**src/design/tgad_pkg.sv**
```systemverilog
`timescale 1ns / 1ps
// Package for the TGA stream decoder: result record, queue push bundle,
// parse phases and field codes. No dependencies.
package tgad_pkg;

    localparam int QDEPTH = 4;
    localparam int QPTR_W = 2;
    localparam int QCNT_W = 3;

    typedef enum logic [2:0] {
        PH_HEADER,
        PH_ID,
        PH_PKT,
        PH_PIX,
        PH_IDLE
    } phase_t;

    localparam logic [1:0] KIND_HDR = 2'd0;
    localparam logic [1:0] KIND_PIX = 2'd1;
    localparam logic [1:0] KIND_ERR = 2'd2;

    localparam logic [2:0] ERR_NONE    = 3'd0;
    localparam logic [2:0] ERR_CMAP    = 3'd1;
    localparam logic [2:0] ERR_TYPE    = 3'd2;
    localparam logic [2:0] ERR_DEPTH   = 3'd3;
    localparam logic [2:0] ERR_ALPHA   = 3'd4;
    localparam logic [2:0] ERR_TRUNC   = 3'd5;
    localparam logic [2:0] ERR_OVERRUN = 3'd6;

    localparam logic [1:0] IMG_GRAY   = 2'd0;
    localparam logic [1:0] IMG_TRUE   = 2'd1;
    localparam logic [1:0] IMG_TRUE32 = 2'd2;

    // header byte offsets
    localparam logic [4:0] HB_ID_LEN    = 5'd0;
    localparam logic [4:0] HB_CMAP      = 5'd1;
    localparam logic [4:0] HB_TYPE      = 5'd2;
    localparam logic [4:0] HB_WIDTH_LO  = 5'd12;
    localparam logic [4:0] HB_WIDTH_HI  = 5'd13;
    localparam logic [4:0] HB_HEIGHT_LO = 5'd14;
    localparam logic [4:0] HB_HEIGHT_HI = 5'd15;
    localparam logic [4:0] HB_DEPTH     = 5'd16;
    localparam logic [4:0] HB_DESC      = 5'd17;

    localparam logic [7:0] TYPE_TRUE     = 8'd2;
    localparam logic [7:0] TYPE_GRAY     = 8'd3;
    localparam logic [7:0] TYPE_RLE_TRUE = 8'd10;
    localparam logic [7:0] TYPE_RLE_GRAY = 8'd11;
    localparam logic [7:0] CMAP_PRESENT  = 8'd1;

    typedef struct packed {
        logic [1:0]  kind;
        logic [31:0] pixel;
        logic [7:0]  run;
        logic [15:0] width;
        logic [15:0] height;
        logic [1:0]  img_kind;
        logic [2:0]  bpp;
        logic [2:0]  err;
        logic        done;
    } res_t;

    typedef struct packed {
        logic [1:0] count;
        res_t       rec0;
        res_t       rec1;
    } push_t;

endpackage

```
**src/design/tgad_front.sv**
```systemverilog
`timescale 1ns / 1ps
// Front end: takes file bytes, parses header and pixel packets, and pushes
// zero to two result records per byte. Depends on tgad_pkg.
module tgad_front import tgad_pkg::*; (
    input  logic       aclk,
    input  logic       aresetn,
    input  logic       in_valid,
    input  logic [7:0] in_byte,
    input  logic       in_first,
    input  logic       in_final,
    input  logic       q_space,
    output logic       in_ready,
    output push_t      push
);

    phase_t      phase_reg, phase_next, phase_pre, cur_phase;
    logic [4:0]  idx_reg, idx_next, cur_idx;
    logic [7:0]  id_left_reg, id_left_next;
    logic [15:0] width_reg, width_next;
    logic [15:0] height_reg, height_next;
    logic [2:0]  depth_reg, depth_next;
    logic [1:0]  kind_reg, kind_next;
    logic        rle_reg, rle_next;
    logic        rep_reg, rep_next;
    logic [7:0]  pkt_left_reg, pkt_left_next;
    logic [31:0] shift_reg, shift_next;
    logic [1:0]  pix_idx_reg, pix_idx_next;
    logic [31:0] pixels_left_reg, pixels_left_next;

    logic        accept;
    logic [31:0] prod;
    logic        prod_zero;
    logic [7:0]  id_dec;
    logic [7:0]  pkt_count;
    logic        pkt_over;
    logic [31:0] shift_new;
    logic        pix_done;
    logic [31:0] pix_out;
    logic        run_rep;
    logic [7:0]  run;
    logic [7:0]  pkt_after;
    logic [31:0] pixels_after;
    logic        type_ok;
    logic        depth_ok;
    logic        alpha_ok;

    logic        prim_v;
    res_t        prim;
    res_t        trunc_rec;
    logic        trunc_v;

    assign in_ready  = q_space;
    assign accept    = in_valid && q_space;
    assign cur_phase = in_first ? PH_HEADER : phase_reg;
    assign cur_idx   = in_first ? HB_ID_LEN : idx_reg;

    assign prod      = width_reg * height_reg;
    assign prod_zero = (width_reg == 16'd0) || (height_reg == 16'd0);
    assign id_dec    = id_left_reg - 8'd1;
    assign pkt_count = {1'b0, in_byte[6:0]} + 8'd1;
    assign pkt_over  = {24'd0, pkt_count} > pixels_left_reg;
    assign shift_new = shift_reg | ({24'd0, in_byte} << {pix_idx_reg, 3'b000});
    assign pix_done  = ({1'b0, pix_idx_reg} + 3'd1) >= depth_reg;
    assign pix_out   = (kind_reg != IMG_GRAY && depth_reg >= 3'd3)
                     ? {shift_new[31:24], shift_new[7:0], shift_new[15:8], shift_new[23:16]}
                     : shift_new;
    assign run_rep   = rle_reg && rep_reg;
    assign run       = run_rep ? pkt_left_reg : 8'd1;
    assign pkt_after = run_rep ? 8'd0 : (rle_reg ? pkt_left_reg - 8'd1 : pkt_left_reg);
    assign pixels_after = pixels_left_reg - {24'd0, run};

    assign type_ok  = (in_byte == TYPE_TRUE) || (in_byte == TYPE_GRAY) ||
                      (in_byte == TYPE_RLE_TRUE) || (in_byte == TYPE_RLE_GRAY);
    assign depth_ok = (in_byte == 8'd8) || (in_byte == 8'd16) ||
                      (in_byte == 8'd24) || (in_byte == 8'd32);
    assign alpha_ok = (in_byte[3:0] == 4'h0) || (in_byte[3:0] == 4'h8);

    // next state
    always_comb begin
        phase_pre        = cur_phase;
        idx_next         = cur_idx;
        id_left_next     = id_left_reg;
        width_next       = width_reg;
        height_next      = height_reg;
        depth_next       = depth_reg;
        kind_next        = kind_reg;
        rle_next         = rle_reg;
        rep_next         = rep_reg;
        pkt_left_next    = pkt_left_reg;
        shift_next       = shift_reg;
        pix_idx_next     = pix_idx_reg;
        pixels_left_next = pixels_left_reg;
        case (cur_phase)
            PH_HEADER: begin
                idx_next = cur_idx + 5'd1;
                case (cur_idx)
                    HB_ID_LEN:    id_left_next = in_byte;
                    HB_CMAP: begin
                        if (in_byte == CMAP_PRESENT) phase_pre = PH_IDLE;
                    end
                    HB_TYPE: begin
                        if (!type_ok) begin
                            phase_pre = PH_IDLE;
                        end else begin
                            kind_next = (in_byte == TYPE_TRUE || in_byte == TYPE_RLE_TRUE)
                                      ? IMG_TRUE : IMG_GRAY;
                            rle_next  = in_byte >= TYPE_RLE_TRUE;
                        end
                    end
                    HB_WIDTH_LO:  width_next[7:0]   = in_byte;
                    HB_WIDTH_HI:  width_next[15:8]  = in_byte;
                    HB_HEIGHT_LO: height_next[7:0]  = in_byte;
                    HB_HEIGHT_HI: height_next[15:8] = in_byte;
                    HB_DEPTH: begin
                        if (!depth_ok) begin
                            phase_pre = PH_IDLE;
                        end else begin
                            depth_next = in_byte[5:3];
                            if (kind_reg == IMG_TRUE && in_byte == 8'd32) kind_next = IMG_TRUE32;
                        end
                    end
                    HB_DESC: begin
                        if (!alpha_ok) begin
                            phase_pre = PH_IDLE;
                        end else if (id_left_reg != 8'd0) begin
                            phase_pre = PH_ID;
                        end else begin
                            pixels_left_next = prod;
                            pix_idx_next     = 2'd0;
                            shift_next       = 32'd0;
                            pkt_left_next    = 8'd0;
                            rep_next         = 1'b0;
                            phase_pre        = prod_zero ? PH_IDLE : (rle_reg ? PH_PKT : PH_PIX);
                        end
                    end
                    default: ;
                endcase
            end
            PH_ID: begin
                id_left_next = id_dec;
                if (id_dec == 8'd0) begin
                    pixels_left_next = prod;
                    pix_idx_next     = 2'd0;
                    shift_next       = 32'd0;
                    pkt_left_next    = 8'd0;
                    rep_next         = 1'b0;
                    phase_pre        = prod_zero ? PH_IDLE : (rle_reg ? PH_PKT : PH_PIX);
                end
            end
            PH_PKT: begin
                if (pkt_over) begin
                    phase_pre = PH_IDLE;
                end else begin
                    rep_next      = in_byte[7];
                    pkt_left_next = pkt_count;
                    pix_idx_next  = 2'd0;
                    shift_next    = 32'd0;
                    phase_pre     = PH_PIX;
                end
            end
            PH_PIX: begin
                if (!pix_done) begin
                    shift_next   = shift_new;
                    pix_idx_next = pix_idx_reg + 2'd1;
                end else begin
                    shift_next       = 32'd0;
                    pix_idx_next     = 2'd0;
                    pkt_left_next    = pkt_after;
                    pixels_left_next = pixels_after;
                    if (pixels_after == 32'd0) begin
                        phase_pre = PH_IDLE;
                    end else if (rle_reg && pkt_after == 8'd0) begin
                        phase_pre = PH_PKT;
                    end
                end
            end
            default: ;
        endcase
        phase_next = (in_final && phase_pre != PH_IDLE) ? PH_IDLE : phase_pre;
    end

    // results
    always_comb begin
        prim_v = 1'b0;
        prim   = '0;
        case (cur_phase)
            PH_HEADER: begin
                case (cur_idx)
                    HB_CMAP: begin
                        if (in_byte == CMAP_PRESENT) begin
                            prim_v = 1'b1; prim.kind = KIND_ERR; prim.err = ERR_CMAP;
                        end
                    end
                    HB_TYPE: begin
                        if (!type_ok) begin
                            prim_v = 1'b1; prim.kind = KIND_ERR; prim.err = ERR_TYPE;
                        end
                    end
                    HB_DEPTH: begin
                        if (!depth_ok) begin
                            prim_v = 1'b1; prim.kind = KIND_ERR; prim.err = ERR_DEPTH;
                        end
                    end
                    HB_DESC: begin
                        if (!alpha_ok) begin
                            prim_v = 1'b1; prim.kind = KIND_ERR; prim.err = ERR_ALPHA;
                        end else if (id_left_reg == 8'd0) begin
                            prim_v = 1'b1;
                            prim.kind = KIND_HDR;
                            prim.done = prod_zero;
                        end
                    end
                    default: ;
                endcase
            end
            PH_ID: begin
                if (id_dec == 8'd0) begin
                    prim_v = 1'b1;
                    prim.kind = KIND_HDR;
                    prim.done = prod_zero;
                end
            end
            PH_PKT: begin
                if (pkt_over) begin
                    prim_v = 1'b1; prim.kind = KIND_ERR; prim.err = ERR_OVERRUN;
                end
            end
            PH_PIX: begin
                if (pix_done) begin
                    prim_v = 1'b1;
                    prim.kind  = KIND_PIX;
                    prim.pixel = pix_out;
                    prim.run   = run;
                    prim.done  = pixels_after == 32'd0;
                end
            end
            default: ;
        endcase
        if (prim_v && prim.kind != KIND_ERR) begin
            prim.width    = width_reg;
            prim.height   = height_reg;
            prim.img_kind = kind_reg;
            prim.bpp      = depth_reg;
        end
        trunc_rec      = '0;
        trunc_rec.kind = KIND_ERR;
        trunc_rec.err  = ERR_TRUNC;
        trunc_v        = in_final && phase_pre != PH_IDLE;

        push = '0;
        if (accept) begin
            if (prim_v) begin
                push.rec0  = prim;
                push.rec1  = trunc_rec;
                push.count = trunc_v ? 2'd2 : 2'd1;
            end else begin
                push.rec0  = trunc_rec;
                push.count = trunc_v ? 2'd1 : 2'd0;
            end
        end
    end

    always_ff @(posedge aclk) begin
        if (!aresetn) begin
            phase_reg       <= PH_HEADER;
            idx_reg         <= '0;
            id_left_reg     <= '0;
            width_reg       <= '0;
            height_reg      <= '0;
            depth_reg       <= '0;
            kind_reg        <= '0;
            rle_reg         <= 1'b0;
            rep_reg         <= 1'b0;
            pkt_left_reg    <= '0;
            shift_reg       <= '0;
            pix_idx_reg     <= '0;
            pixels_left_reg <= '0;
        end else if (accept) begin
            phase_reg       <= phase_next;
            idx_reg         <= idx_next;
            id_left_reg     <= id_left_next;
            width_reg       <= width_next;
            height_reg      <= height_next;
            depth_reg       <= depth_next;
            kind_reg        <= kind_next;
            rle_reg         <= rle_next;
            rep_reg         <= rep_next;
            pkt_left_reg    <= pkt_left_next;
            shift_reg       <= shift_next;
            pix_idx_reg     <= pix_idx_next;
            pixels_left_reg <= pixels_left_next;
        end
    end

endmodule

```
**src/design/tgad_queue.sv**
```systemverilog
`timescale 1ns / 1ps
// Result queue between front and back: two writes, one read per cycle.
// Depends on tgad_pkg.
module tgad_queue import tgad_pkg::*; (
    input  logic  aclk,
    input  logic  aresetn,
    input  push_t push,
    input  logic  pop,
    output logic  space,
    output logic  empty,
    output res_t  head
);

    res_t              mem [QDEPTH];
    logic [QPTR_W-1:0] wr_ptr_reg, wr_ptr_next;
    logic [QPTR_W-1:0] rd_ptr_reg, rd_ptr_next;
    logic [QCNT_W-1:0] count_reg, count_next;
    logic              do_pop;

    assign space  = count_reg <= QCNT_W'(QDEPTH - 2);
    assign empty  = count_reg == '0;
    assign head   = mem[rd_ptr_reg];
    assign do_pop = pop && !empty;

    always_comb begin
        wr_ptr_next = wr_ptr_reg + QPTR_W'(push.count);
        rd_ptr_next = rd_ptr_reg + QPTR_W'(do_pop);
        count_next  = count_reg + QCNT_W'(push.count) - QCNT_W'(do_pop);
    end

    always_ff @(posedge aclk) begin
        if (push.count != 2'd0) mem[wr_ptr_reg] <= push.rec0;
        if (push.count == 2'd2) mem[wr_ptr_reg + QPTR_W'(1)] <= push.rec1;
    end

    always_ff @(posedge aclk) begin
        if (!aresetn) begin
            wr_ptr_reg <= '0;
            rd_ptr_reg <= '0;
            count_reg  <= '0;
        end else begin
            wr_ptr_reg <= wr_ptr_next;
            rd_ptr_reg <= rd_ptr_next;
            count_reg  <= count_next;
        end
    end

endmodule

```
**src/design/tgad_back.sv**
```systemverilog
`timescale 1ns / 1ps
// Back end: output register that drains the result queue onto the
// master stream. Depends on tgad_pkg.
module tgad_back import tgad_pkg::*; (
    input  logic        aclk,
    input  logic        aresetn,
    input  logic        q_empty,
    input  res_t        q_head,
    output logic        q_pop,
    output logic        m_tvalid,
    input  logic        m_tready,
    output logic [79:0] m_tdata,
    output logic [1:0]  m_tuser,
    output logic        m_tlast
);

    logic valid_reg, valid_next;
    res_t data_reg;
    logic load;

    assign load       = !valid_reg || m_tready;
    assign q_pop      = load && !q_empty;
    assign valid_next = load ? !q_empty : valid_reg;

    always_ff @(posedge aclk) begin
        if (!aresetn) begin
            valid_reg <= 1'b0;
        end else begin
            valid_reg <= valid_next;
        end
    end

    always_ff @(posedge aclk) begin
        if (q_pop) data_reg <= q_head;
    end

    assign m_tvalid = valid_reg;
    assign m_tuser  = data_reg.kind;
    assign m_tlast  = data_reg.done;
    assign m_tdata  = {data_reg.err, data_reg.bpp, data_reg.img_kind, data_reg.height,
                       data_reg.width, data_reg.run, data_reg.pixel};

endmodule

```
**src/design/tga_image_stream_decoder.sv**
```systemverilog
`timescale 1ns / 1ps
// Top level of the TGA stream decoder: parser front, result queue, output
// stage. Depends on tgad_pkg, tgad_front, tgad_queue, tgad_back.
//
//  channel | dir | word                | sideband
//  s_      | in  | file byte           | tuser first byte, tlast final byte
//  m_      | out | hdr/pixel run/error | tuser result kind, tlast image done
//
// One file byte per cycle while the queue has space; a byte yields zero
// to two results, the queue takes both in one cycle and the output stage
// sends one per cycle while m_tready allows. Input ready falls only while
// the four-entry queue holds three or more. Reset is synchronous, low.
module tga_image_stream_decoder import tgad_pkg::*; (
    input  logic        aclk,
    input  logic        aresetn,
    input  logic        s_tvalid,
    output logic        s_tready,
    input  logic [7:0]  s_tdata,   // in_byte
    input  logic        s_tuser,   // first_byte
    input  logic        s_tlast,   // final_byte
    output logic        m_tvalid,
    input  logic        m_tready,
    // pixel_value, run_length, image_width, image_height, image_kind,
    // bytes_per_pixel, error_code
    output logic [79:0] m_tdata,
    output logic [1:0]  m_tuser,   // out_kind
    output logic        m_tlast    // image_done
);

    push_t push;
    logic  q_space;
    logic  q_empty;
    logic  q_pop;
    res_t  q_head;

    tgad_front u_front (
        .aclk     (aclk),
        .aresetn  (aresetn),
        .in_valid (s_tvalid),
        .in_byte  (s_tdata),
        .in_first (s_tuser),
        .in_final (s_tlast),
        .q_space  (q_space),
        .in_ready (s_tready),
        .push     (push)
    );

    tgad_queue u_queue (
        .aclk    (aclk),
        .aresetn (aresetn),
        .push    (push),
        .pop     (q_pop),
        .space   (q_space),
        .empty   (q_empty),
        .head    (q_head)
    );

    tgad_back u_back (
        .aclk     (aclk),
        .aresetn  (aresetn),
        .q_empty  (q_empty),
        .q_head   (q_head),
        .q_pop    (q_pop),
        .m_tvalid (m_tvalid),
        .m_tready (m_tready),
        .m_tdata  (m_tdata),
        .m_tuser  (m_tuser),
        .m_tlast  (m_tlast)
    );

endmodule
```
**config.mk**
```make
export PLATFORM = sky130hd
export DESIGN_NAME = tga_image_stream_decoder
export DESIGN_NICKNAME = d
export VERILOG_FILES = /design/src/design/tgad_pkg.sv /design/src/design/tgad_front.sv /design/src/design/tgad_queue.sv /design/src/design/tgad_back.sv /design/src/design/tga_image_stream_decoder.sv
export SDC_FILE = /design/constraint.sdc
export NUM_CORES = 2
export LEC_CHECK = 0
export BUFFER_PORTS_ARGS = -buffer_cell sky130_fd_sc_hd__buf_2
export CAP_MARGIN = 10
export CELL_PAD_IN_SITES_DETAIL_PLACEMENT = 1
export CELL_PAD_IN_SITES_GLOBAL_PLACEMENT = 1
export CORE_AREA = 8 8 261 263
export DETAILED_ROUTE_END_ITERATION = 10
export DIE_AREA = 0 0 269 271
export HOLD_SLACK_MARGIN = 0.08
export PLACE_DENSITY_LB_ADDON = 0.2
export REMOVE_ABC_BUFFERS = 1
export SLEW_MARGIN = 5
export SYNTH_ARGS = -nofsm -noshare
export SYNTH_HDL_FRONTEND = slang
export SYNTH_SLANG_ARGS = --single-unit
```
**constraint.sdc**
```tcl
create_clock -name aclk -period 10.8 [get_ports aclk]
set_input_delay 2.16 -clock aclk [delete_from_list [all_inputs] [get_ports aclk]]
set_output_delay 2.16 -clock aclk [all_outputs]
set_load 0.01 [all_outputs]
```
==> results.yml <==
outcome:
  outcome: "finished clean"
floorplanning:
  die_w_um: 269
  io-pin-count: 99
  row_count: 93
  initial_core_util: 0.504
  die_h_um: 271
  fp.dieArea_um2: 72900
  core_area_um2: 63900
finish:
  largest-register: "u_queue.mem"
  finalInstanceArea_um2: 35300
  multi_input_area_um2: 18200
  final_cells: 4029
  fillCellCount: 6877
  nets: 3478
  syn2layout_area_growth_pct: 9.78
  post-route-util: 0.553
  regArea_um2: 12000
  largest_reg_flops: 332
  drive_gt1_frac: 0.120
pwr:
  combPwrFrac: 0.176
  pwr-share-seq: 0.442
  clock_power_share: 0.382
  power.leakage_nw: 14.6
  p_sw_mw: 1.64
  p_per_area_nw_per_um2: 157
  power_mw: 5.54
  p_int_mw: 3.90
  switching_share: 0.296
  worst_ir_drop_vdd_mv: 0.146
synth:
  synth-main-ff-cell: "dfxtp_1"
  yosysSeqAreaShare: 0.373
  synth_seq_cells: 552
  yosysWarningCount: 0
  syn_inst: 3142
  async_flop_share: 0
  ys_types: 85
  syn_area_um2: 32200
  synth-edff-count: 95
  avgSynthCellArea_um2: 10.2
route:
  met1_length_um: 41900
  vias_per_cell: 6.25
  via_count: 25200
  wl_met3_um: 4940
  ant_nets: 0
  wirelength_um: 99100
  dr.pass1.iters: 6
  drt_iter0_markers: 1855
  wl_per_cell_um: 24.6
  met2_length_um: 49200
  drc_errors: 0
  top_layer: "met4"
run:
  cap_violations: 0
timing:
  post-route-period-util: 0.744
  rsz0062_at_grt: "false"
  setup_viol: 0
  worstMarginPinSlew_ns: 1.22
  whs_ns: 0.446
  setup_ws_ns: 2.77
  post-route-min-period_ns: 8.03
  skew_ns: 0.0307
  fmax_mhz: 124
  relSlewSlack: 0.188
  finalSetupTns_ns: 0
  slew_violations: 0
  hold_violations: 0
global_route:
  grt_pass1_wl_um: 158000
  grt_max_degree: 89
  grt_pass1_vias: 27700
  grt_usage: 0.272
  grt_antenna_before_repair: 3
  overflow: 0
clocking:
  path_clk_slew_ns: 0.06
  clockBufferDepth: 3
  holdBufCountCts: 0
  cts_max_level: 2
  cts.sinks: 552
  tritoncts: "done"
  cts-buffers-inserted: 59
  cts_setup_buffers: 0
  cts_resized: 0
  clk_latency_ns: 0.63
  root_buffer: "clkbuf_16"
place:
  dp_hpwl_um: 67600
  gp_congestion: 0.897
  place_inst: 3914
  placed_cell_area_um2: 33200
  place_ws_ns: 2.53
  portBuffers: 98
worst_setup_path:
  critical_path_class: "register to register"
  cp-end-kind: "register"
  cp.arrival_ns: 8.58
  cp.required_ns: 11.35
  cp_max_fo: 42
  cp-start-kind: "register"
worst_hold_path:
  min_path_type: "register to register"
[worst paths after layout]
check | from | to | slack (ns) | depth (start not counted)
setup / recovery | u_front.rle_reg$_SDFFE_PN0P_ | u_queue.mem[3][35]$_SDFFE_PP0P_ | 2.77 | 19
hold / removal | u_queue.mem[2][81]$_SDFFE_PP0P_ | u_queue.mem[2][81]$_SDFFE_PP0P_ | 0.45 | 2
setup reg to reg | u_front.rle_reg$_SDFFE_PN0P_ | u_queue.mem[3][35]$_SDFFE_PP0P_ | 2.77 | 19
hold reg to reg | u_queue.mem[2][81]$_SDFFE_PP0P_ | u_queue.mem[2][81]$_SDFFE_PP0P_ | 0.45 | 2
[Yosys cell counts, types with 10 or more instances]
cell type	count	area [um2]
a31oi_1	20	125
mux4_2	83	1870
a211oi_1	30	225
o211a_1	19	190
nor2_1	128	480
nor2b_1	59	369
a22o_1	283	2480
and3_1	10	62.6
o21ai_0	81	405
a21o_1	30	225
nor4_1	23	144
buf_1	21	78.8
ha_1	145	1810
nand4_1	14	87.6
o31ai_1	11	82.6
dfxtp_1	457	9150
a21boi_0	22	165
nand3b_1	10	75.1
xor2_1	15	131
or3_1	21	131
o21a_1	14	105
nor3_1	48	240
fa_1	196	3920
nand2b_1	19	119
inv_1	264	991
a21oi_1	139	696
clkbuf_1	194	728
buf_6	12	135
o211ai_1	22	165
a32o_1	21	210
nand2_1	302	1130
edfxtp_1	95	2850
xnor2_1	21	184
mux2i_1	32	320
o22ai_1	12	75.1
nand3_1	34	170
and2_1	105	657
[cells by family (layout without fill, tap and decap cells)]
group	after synthesis	count (layout)	share of synthesized area
flops	552	552	0.373
simple gates	831	831	0.132
xor+xnor	36	36	0.00980
other cells	0	3	0
buf+inv	500	529	0.0616
fa+ha+maj	341	341	0.178
mux	117	117	0.0688
compound gates	765	765	0.177
[layer usage]
layer	global-route usage	vias up
met2	0.464	771
met5	0	-
met1	0.351	13100
met3	0.0343	200
li1	-	11100
met4	0.0953	0
[worst max-delay path, cell delays in order (launching register included)]
cell and delay, ns:
dfxtp_1 0.63, and2_1 0.90, nand2_1 0.36, ha_1 0.34
fa_1 0.44, nand3b_1 0.24, a21o_1 0.27, a21oi_1 0.54
o211ai_1 0.22, nor4_1 0.52, and4_1 0.37, a21boi_0 0.12
o31a_1 0.34, ha_1 0.40, mux2_2 0.36, nand2_1 0.07
inv_1 0.09, nand2_2 0.76, buf_4 0.65, a22o_1 0.25
[area by class of cell]
type | count | share of cell area
Multi-Input combinational cell | 2090 | 0.517
Sequential cell | 552 | 0.340
Clock buffer | 75 | 0.0464
Tap cell | 855 | 0.0303
Inverter | 264 | 0.0281
Timing Repair Buffer | 156 | 0.0271
Clock inverter | 34 | 0.0113
Antenna cell | 3 | 0.000213
[placed cells by master, fill, tap and decap left out, drive strengths merged, types with 59 or more instances in the layout]
cell,n
a21oi,139
a22o,283
and2,106
buf,156
clkbuf,75
dfxtp,457
edfxtp,95
fa,196
ha,145
inv,266
mux4,83
nand2,302
nor2,132
nor2b,59
o21ai,84
[power groups by stage]
stage          clock [mW]  combinational, mW  sequential (mW)
3_5_place_dp            0              0.981             2.49
5_1_grt              2.23               1.05             2.47
4_1_cts              2.14              0.986             2.45
3_3_place_gp            0              0.945             2.48
6_report             2.12              0.976             2.45
2_1_floorplan           0              0.482             2.60
(Power assumes the default switching activity.)
